$ cat src/rtl/csvt_pkg.sv
`timescale 1ns / 1ps
// ----------------------------------------------------------------------------
// csvt_pkg
// Shared types and character codes for the CSV field tokenizer.
// ----------------------------------------------------------------------------
package csvt_pkg;

  localparam logic [7:0] CH_TAB   = 8'h09;
  localparam logic [7:0] CH_LF    = 8'h0A;
  localparam logic [7:0] CH_CR    = 8'h0D;
  localparam logic [7:0] CH_SPACE = 8'h20;
  localparam logic [7:0] CH_QUOTE = 8'h22;
  localparam logic [7:0] CH_COMMA = 8'h2C;
  localparam logic [7:0] CH_TILDE = 8'h7E;

  localparam logic KIND_CHAR = 1'b0;
  localparam logic KIND_FEND = 1'b1;

  localparam int QDEPTH = 4;
  localparam int QAW    = $clog2(QDEPTH);

  typedef struct packed {
    logic        kind;
    logic [7:0]  ch;
    logic [7:0]  col;
    logic [15:0] row;
    logic        le;
  } res_t;

  // Up to three results caused by one byte, packed to the low slots.
  typedef struct packed {
    logic           be;
    logic [1:0]     cnt;
    res_t [2:0]     slot;
  } bundle_t;

  typedef struct packed {
    logic empty;
    logic full;
  } qstat_t;

endpackage

$ cat src/rtl/csvt_front.sv
`timescale 1ns / 1ps
// ----------------------------------------------------------------------------
// csvt_front
// Accepts bytes, tracks quoting and line state, and builds result bundles.
// ----------------------------------------------------------------------------
module csvt_front (
  input  logic              clk,
  input  logic              rst_n,
  input  logic              in_valid,
  output logic              in_ready,
  input  logic [7:0]        in_data_byte,
  input  logic              in_is_last,
  input  csvt_pkg::qstat_t  qstat,
  output logic              push,
  output csvt_pkg::bundle_t push_data
);
  import csvt_pkg::*;

  logic        iq_r, iq_nxt;
  logic        qp_r, qp_nxt;
  logic        crp_r, crp_nxt;
  logic        fn_r, fn_nxt;
  logic [7:0]  col_r, col_nxt;
  logic [15:0] row_r, row_nxt;

  logic        acc;
  logic        term, done;
  logic        v0, v1, v2;
  res_t        s0, s1, s2;
  logic [7:0]  b_map;

  assign in_ready = !qstat.full;
  assign acc      = in_valid && in_ready;

  always_comb begin
    iq_nxt  = iq_r;
    qp_nxt  = qp_r;
    crp_nxt = crp_r;
    fn_nxt  = fn_r;
    col_nxt = col_r;
    row_nxt = row_r;
    term = 1'b0;
    done = 1'b0;
    v0 = 1'b0;
    v1 = 1'b0;
    v2 = 1'b0;
    s0 = '0;
    s1 = '0;
    s2 = '0;
    b_map = in_data_byte;
    if ((in_data_byte != CH_TAB) && (in_data_byte < CH_SPACE)) begin
      b_map = CH_TILDE;
    end

    // First the decision left open by the previous byte.
    if (qp_r) begin
      qp_nxt = 1'b0;
      if (in_data_byte == CH_QUOTE) begin
        v0 = 1'b1;
        s0 = '{kind: KIND_CHAR, ch: CH_QUOTE, col: col_nxt, row: row_nxt, le: 1'b0};
        fn_nxt = 1'b1;
        done = 1'b1;
      end else begin
        iq_nxt = 1'b0;
      end
    end else if (crp_r) begin
      crp_nxt = 1'b0;
      if (in_data_byte != CH_LF) begin
        if (!(col_nxt == '0 && !fn_nxt)) begin
          v0 = 1'b1;
          s0 = '{kind: KIND_FEND, ch: 8'h00, col: col_nxt, row: row_nxt, le: 1'b1};
          if (row_nxt != 16'hFFFF) row_nxt = row_nxt + 16'd1;
          col_nxt = '0;
        end
        fn_nxt = 1'b0;
        iq_nxt = 1'b0;
      end
    end

    // Then the byte itself.
    if (!done) begin
      if (iq_nxt) begin
        if (in_data_byte == CH_QUOTE) begin
          if (in_is_last) iq_nxt = 1'b0;
          else qp_nxt = 1'b1;
        end else begin
          v1 = 1'b1;
          s1 = '{kind: KIND_CHAR, ch: in_data_byte, col: col_nxt, row: row_nxt, le: 1'b0};
          fn_nxt = 1'b1;
        end
      end else if (in_data_byte == CH_QUOTE) begin
        iq_nxt = 1'b1;
      end else if (in_data_byte == CH_COMMA) begin
        term = 1'b1;
        v1 = 1'b1;
        s1 = '{kind: KIND_FEND, ch: 8'h00, col: col_nxt, row: row_nxt, le: 1'b0};
        if (col_nxt != 8'hFF) col_nxt = col_nxt + 8'd1;
        fn_nxt = 1'b0;
        iq_nxt = 1'b0;
      end else if ((in_data_byte == CH_LF) || (in_data_byte == CH_CR && in_is_last)) begin
        term = 1'b1;
        if (!(col_nxt == '0 && !fn_nxt)) begin
          v1 = 1'b1;
          s1 = '{kind: KIND_FEND, ch: 8'h00, col: col_nxt, row: row_nxt, le: 1'b1};
          if (row_nxt != 16'hFFFF) row_nxt = row_nxt + 16'd1;
          col_nxt = '0;
        end
        fn_nxt = 1'b0;
        iq_nxt = 1'b0;
      end else if (in_data_byte == CH_CR) begin
        crp_nxt = 1'b1;
      end else begin
        v1 = 1'b1;
        s1 = '{kind: KIND_CHAR, ch: b_map, col: col_nxt, row: row_nxt, le: 1'b0};
        fn_nxt = 1'b1;
      end
    end

    // The final byte closes any open field and returns to the reset state.
    if (in_is_last) begin
      if (!term && !(col_nxt == '0 && !fn_nxt)) begin
        v2 = 1'b1;
        s2 = '{kind: KIND_FEND, ch: 8'h00, col: col_nxt, row: row_nxt, le: 1'b0};
      end
      iq_nxt  = 1'b0;
      qp_nxt  = 1'b0;
      crp_nxt = 1'b0;
      fn_nxt  = 1'b0;
      col_nxt = '0;
      row_nxt = '0;
    end
  end

  // Pack the valid slots toward slot 0 so the back end walks them in order.
  always_comb begin
    push_data.be   = in_is_last;
    push_data.cnt  = 2'({1'b0, v0} + {1'b0, v1} + {1'b0, v2});
    push_data.slot = '0;
    if (v0) begin
      push_data.slot[0] = s0;
      if (v1) begin
        push_data.slot[1] = s1;
        push_data.slot[2] = s2;
      end else begin
        push_data.slot[1] = s2;
      end
    end else if (v1) begin
      push_data.slot[0] = s1;
      push_data.slot[1] = s2;
    end else begin
      push_data.slot[0] = s2;
    end
  end

  assign push = acc && (v0 || v1 || v2);

  always_ff @(posedge clk) begin
    if (!rst_n) begin
      iq_r  <= 1'b0;
      qp_r  <= 1'b0;
      crp_r <= 1'b0;
      fn_r  <= 1'b0;
      col_r <= '0;
      row_r <= '0;
    end else if (acc) begin
      iq_r  <= iq_nxt;
      qp_r  <= qp_nxt;
      crp_r <= crp_nxt;
      fn_r  <= fn_nxt;
      col_r <= col_nxt;
      row_r <= row_nxt;
    end
  end

endmodule

$ cat src/rtl/csvt_queue.sv
`timescale 1ns / 1ps
// ----------------------------------------------------------------------------
// csvt_queue
// Short register queue of result bundles between the front and back ends.
// ----------------------------------------------------------------------------
module csvt_queue (
  input  logic              clk,
  input  logic              rst_n,
  input  logic              push,
  input  csvt_pkg::bundle_t push_data,
  input  logic              pop,
  output csvt_pkg::bundle_t head,
  output csvt_pkg::qstat_t  qstat
);
  import csvt_pkg::*;

  bundle_t        mem_r [QDEPTH];
  logic [QAW-1:0] wr_ptr_r, wr_ptr_nxt;
  logic [QAW-1:0] rd_ptr_r, rd_ptr_nxt;
  logic [QAW:0]   count_r, count_nxt;
  logic           do_push, do_pop;

  assign qstat.empty = (count_r == '0);
  assign qstat.full  = (count_r == (QAW+1)'(QDEPTH));
  assign do_push     = push && !qstat.full;
  assign do_pop      = pop && !qstat.empty;
  assign head        = mem_r[rd_ptr_r];

  always_comb begin
    wr_ptr_nxt = do_push ? wr_ptr_r + QAW'(1) : wr_ptr_r;
    rd_ptr_nxt = do_pop ? rd_ptr_r + QAW'(1) : rd_ptr_r;
    count_nxt  = count_r;
    if (do_push && !do_pop) count_nxt = count_r + (QAW+1)'(1);
    else if (!do_push && do_pop) count_nxt = count_r - (QAW+1)'(1);
  end

  always_ff @(posedge clk) begin
    if (do_push) begin
      mem_r[wr_ptr_r] <= push_data;
    end
  end

  always_ff @(posedge clk) begin
    if (!rst_n) begin
      wr_ptr_r <= '0;
      rd_ptr_r <= '0;
      count_r  <= '0;
    end else begin
      wr_ptr_r <= wr_ptr_nxt;
      rd_ptr_r <= rd_ptr_nxt;
      count_r  <= count_nxt;
    end
  end

endmodule

$ cat src/rtl/csvt_back.sv
`timescale 1ns / 1ps
// ----------------------------------------------------------------------------
// csvt_back
// Walks the results of the head bundle and presents them one per transfer.
// ----------------------------------------------------------------------------
module csvt_back (
  input  logic              clk,
  input  logic              rst_n,
  input  csvt_pkg::bundle_t head,
  input  csvt_pkg::qstat_t  qstat,
  output logic              pop,
  output logic              out_valid,
  input  logic              out_ready,
  output logic              out_kind,
  output logic [7:0]        out_char_out,
  output logic [7:0]        out_column_index,
  output logic [15:0]       out_row_index,
  output logic              out_line_end,
  output logic              out_buffer_end
);
  import csvt_pkg::*;

  logic [1:0] idx_r, idx_nxt;
  logic       at_tail;
  res_t       cur;

  assign cur       = head.slot[idx_r];
  assign at_tail   = (idx_r == head.cnt - 2'd1);
  assign out_valid = !qstat.empty;
  assign pop       = out_valid && out_ready && at_tail;

  assign out_kind         = cur.kind;
  assign out_char_out     = cur.ch;
  assign out_column_index = cur.col;
  assign out_row_index    = cur.row;
  assign out_line_end     = cur.le;
  assign out_buffer_end   = head.be && at_tail;

  always_comb begin
    idx_nxt = idx_r;
    if (out_valid && out_ready) begin
      idx_nxt = at_tail ? 2'd0 : idx_r + 2'd1;
    end
  end

  always_ff @(posedge clk) begin
    if (!rst_n) begin
      idx_r <= 2'd0;
    end else begin
      idx_r <= idx_nxt;
    end
  end

endmodule

$ cat src/rtl/csv_field_tokenizer.sv
`timescale 1ns / 1ps
// A result is registered in the bundle queue before it is offered.
// Throughput: one byte per cycle while the output is ready and each byte yields
// at most one result; a byte that yields k results holds the output for k
// transfers, and a four-entry bundle queue absorbs the difference.
// Reset: synchronous, active low; clears parser state and empties the queue.
// ----------------------------------------------------------------------------
// csv_field_tokenizer
// Streaming CSV splitter: one byte in, value characters and field ends out.
// ----------------------------------------------------------------------------
module csv_field_tokenizer (
  input  logic        clk,
  input  logic        rst_n,
  input  logic        in_valid,
  output logic        in_ready,
  input  logic [7:0]  in_data_byte,
  input  logic        in_is_last,
  output logic        out_valid,
  input  logic        out_ready,
  output logic        out_kind,
  output logic [7:0]  out_char_out,
  output logic [7:0]  out_column_index,
  output logic [15:0] out_row_index,
  output logic        out_line_end,
  output logic        out_buffer_end
);
  import csvt_pkg::*;

  logic    push, pop;
  bundle_t push_data, head;
  qstat_t  qstat;

  csvt_front u_front (
    .clk          (clk),
    .rst_n        (rst_n),
    .in_valid     (in_valid),
    .in_ready     (in_ready),
    .in_data_byte (in_data_byte),
    .in_is_last   (in_is_last),
    .qstat        (qstat),
    .push         (push),
    .push_data    (push_data)
  );

  csvt_queue u_queue (
    .clk       (clk),
    .rst_n     (rst_n),
    .push      (push),
    .push_data (push_data),
    .pop       (pop),
    .head      (head),
    .qstat     (qstat)
  );

  csvt_back u_back (
    .clk              (clk),
    .rst_n            (rst_n),
    .head             (head),
    .qstat            (qstat),
    .pop              (pop),
    .out_valid        (out_valid),
    .out_ready        (out_ready),
    .out_kind         (out_kind),
    .out_char_out     (out_char_out),
    .out_column_index (out_column_index),
    .out_row_index    (out_row_index),
    .out_line_end     (out_line_end),
    .out_buffer_end   (out_buffer_end)
  );

endmodule

$ cat config.mk
export PLATFORM = sky130hd
export DESIGN_NAME = csv_field_tokenizer
export DESIGN_NICKNAME = d
export VERILOG_FILES = /design/src/rtl/csvt_pkg.sv /design/src/rtl/csvt_front.sv /design/src/rtl/csvt_queue.sv /design/src/rtl/csvt_back.sv /design/src/rtl/csv_field_tokenizer.sv
export SDC_FILE = /design/constraint.sdc
export NUM_CORES = 1
export LEC_CHECK = 0
export ABC_AREA = 1
export BUFFER_PORTS_ARGS = -buffer_cell sky130_fd_sc_hd__buf_2
export CORE_MARGIN = 5
export CORE_UTILIZATION = 62
export DETAILED_ROUTE_END_ITERATION = 6
export MAX_ROUTING_LAYER = met4
export PLACE_DENSITY = 0.79
export RECOVER_POWER = 50
export SLEW_MARGIN = 20
export SYNTH_ARGS = -nofsm -noshare
export SYNTH_HDL_FRONTEND = slang
export SYNTH_SLANG_ARGS = --single-unit
$ cat constraint.sdc
create_clock -name clk -period 10 [get_ports clk]
set_input_delay 1 -clock clk [delete_from_list [all_inputs] [get_ports clk]]
set_output_delay 1 -clock clk [all_outputs]
set_load 0.03 [all_outputs]
==> results.md <==
* Final hold violation count at 0
* Crit path max fanout at 44
* Postcts setup bufs at 0
* Status: finished, violations left
* Final GP Congestion at 0.999
* Worst skew pair latency at 0.53 ns
* DRT antenna net count at 0
* Synthesis-stage register bit count at 423
* Largest net degree at the start of global routing at 117
* First-pass GRT wire length at 80.9 mm
* Worst-margin pin slew at 2.82 ns
* Max_cap viols at 4
* Clock Skews at 0.0195 ns
* N_diodes at 0
* Clock root buffer master: clkbuf_16
* Cell Rows at 65
* Dpl hpwl at 32.0 mm
* Final WS setup at 2.91 ns
* Register Area at 0.0123 mm^2
* Leading cell type in the layout, fill and taps excluded: nand2_1
* Reg clk slew, reported paths at 0.07 ns
* First DRT Iteration DRCs at 1898
* Setup crit start kind: input port
* Post-route insts no fill at 2464
* Die W at 189 um
* Initial antenna violation count at 0
* Worst R2R Setup Slack at 3.63 ns
* Period utilization at 0.709
* R2r worst-path depth at 11
* Syn. warnings at 0
* Total wire length at 51.7 mm
* Final Util at 0.682
* Die boundary height at 189 um
* Seq/Total Area, Yosys at 0.622
* Grt ovf at 0
* Final setup violation count at 0
* CP Class: in2reg
* Reg-to-reg critical path endpoint: u_queue.mem_r[0][55]
* Filler instances at 2348
* Req. time, crit path at 10.16 ns
* Hold crit path type: reg2reg
* Leak Pwr at 7.90 nW
* Netlist Area Pre-Place at 0.0198 mm^2
* Most frequent cells in the layout: 415 x nand2_1, 384 x edfxtp_1, 311 x nor2_1
* Pre-CTS WS at 4.06 ns
* Layout cells sized above 1 at 0.0669
* I/O pin cnt at 50
* Clk buf depth at 3
* CTS tree: yes
* Power Density at 226 mW/mm^2
* Rel. slew slack at -0.879
* Final Slew Violations at 161
* Multi-input logic area at 0.00653 mm^2
* Vias post-DR at 15256
* Vias per inst at 6.19
* TritonCTS sink count at 423
* VDD IR max at 0.000150 V
* Placed instance count at 2388
* TritonRoute pass-1 iters at 6
* Final nets at 2052
* Port Buffers at 49
* Hold_sp: u_queue.count_r[2]
* Post-CTS sizing at 0
* Total GRT Usage at 0.296
* Syn Inst Count at 1994
* Avg Inst Size Synth at 9.92 um^2
* F_max at 141 MHz
* Yosys cell types at 55
* Hold endpoint: u_queue.count_r[2]
* Power Total at 4.86 mW
* Crit path DAT at 7.25 ns
* Vias in the first global route at 14230
* Synth-to-Final Area Change at 8.75%
* Critical R2R Launch: u_front.crp_r
* WL/cell at 21.0 um
* Failing checks: capacitance limit, slew limit
* Num CTS Buffers at 42
* Initial core utilization at 0.627
* Hold path depth at 2
* Worst setup EP type: flip-flop
* Tmin final at 7.09 ns
* CORE AREA at 0.0316 mm^2
* H-Tree Level Count at 2
* # DRC at 0
* TNS Setup at 0 ns
* RSZ-0062 raised after global routing: false
* Die area at 0.0356 mm^2
* # hold bufs at CTS at 0
-- area by class of cell --
class / instances / area share
clock inverters: 26 / 0.00971
clock buffers: 50 / 0.0512
repair buffers: 72 / 0.0167
flip-flops and latches: 423 / 0.572
multi-input cells: 1360 / 0.304
well taps: 402 / 0.0234
inverters: 131 / 0.0230
-- cells by family after synthesis --
kind of cell               Yosys count  synth area share
buffers and inverters              246            0.0497
DFF                                423             0.622
xor gates and xnor gates             4           0.00215
and+or+nand+nor                    868             0.188
adders and majority gates            9           0.00645
other                                1          0.000190
AOI/OAI and AO/OA                  443             0.132
-- Yosys cell counts (all sizes together) --
cell     count  area (um^2)
a21boi       1         7.51
a21oi       54          270
a31oi       26          169
a32o        14          140
a32oi        1         8.76
and2         1         6.26
buf         22          140
clkbuf      93          350
clkinv       6         23.8
conb         1         3.75
dfxtp       39          781
edfxtp     384        11500
fa           2         40.0
ha           7         87.6
inv        125          469
nand2      423         1670
nand3       68          423
nand3b       2         15.0
nand4       33          221
nor2       327         1300
nor3        11         65.1
nor4         2         12.5
o2111ai      1         8.76
o211ai      13         97.6
o21a         2         15.0
o21ai      241         1220
o21bai       1         7.51
o221ai      38          333
o22ai       46          288
o311ai       1         8.76
o31ai        2         15.0
o32ai        1         8.76
o41ai        1         8.76
or2          1         6.26
xnor2        1         16.3
xor2         3         26.3
-- where the power goes --
| part | leakage, nW | switching [mW] | internal [mW] |
|---|---|---|---|
| Combinational | 3.34 | 0.905 | 0.284 |
| Clock | 0.635 | 0.642 | 0.866 |
| Sequential | 3.93 | 0.0507 | 2.11 |
| Total | 7.90 | 1.60 | 3.26 |
-- flip-flops by register name, summed over array words and instances, names as in the netlist, named ones only --
register and count:
u_back.idx_r 2, u_front.col_r 8, u_front.crp_r 1, u_front.fn_r 1, u_front.iq_r 1, u_front.qp_r 1
u_front.row_r 16, u_queue.count_r 3, u_queue.mem_r 384, u_queue.rd_ptr_r 2, u_queue.wr_ptr_r 2
-- worst max path at each step --
stage | start | endpoint | slack [ns] | cells after the start
floorplan | in_data_byte[0] | u_queue.mem_r[0][0] | 2.70 | 16
global placement | in_data_byte[0] | u_queue.mem_r[0][5] | 4.20 | 19
detailed placement | in_data_byte[0] | u_queue.mem_r[2][4] | 4.06 | 19
CTS | in_data_byte[0] | u_queue.mem_r[2][5] | 4.59 | 19
global route | in_data_byte[7] | u_queue.mem_r[2][3] | 2.50 | 17
finish | in_data_byte[7] | u_queue.mem_r[2][3] | 2.91 | 17
-- metal layers --
metal / track usage / wire length [um]
met1: 0.439 / 21700
met2: 0.438 / 23400
met3: 0.0487 / 5630
met4: 0.0667 / 981
met5: - / 0
-- worst max-delay path, cell delays in order --
cell and delay, ns:
buf_2 0.10, inv_1 0.10, nand2_1 0.17, nor2_4 0.15, nand2_1 0.55, nand3_1 0.91, o31ai_1 0.22, nand3_2 0.16
nand2_1 0.16, a31oi_2 0.16, clkbuf_1 1.23, nor2_1 0.08, nand2_1 0.22, nand2_1 0.27, nor2_4 0.42, buf_4 0.65
buf_4 0.60
-- stage by stage --
stage               cell area (um^2)  hold WS (ns)
floorplan                      19900         0.456
global placement               20400         0.467
detailed placement             20400         0.479
CTS                            21700         0.490
global route                   21500         0.517
finish                         21500         0.498
No activity file was read; power rests on OpenSTA's default activity.
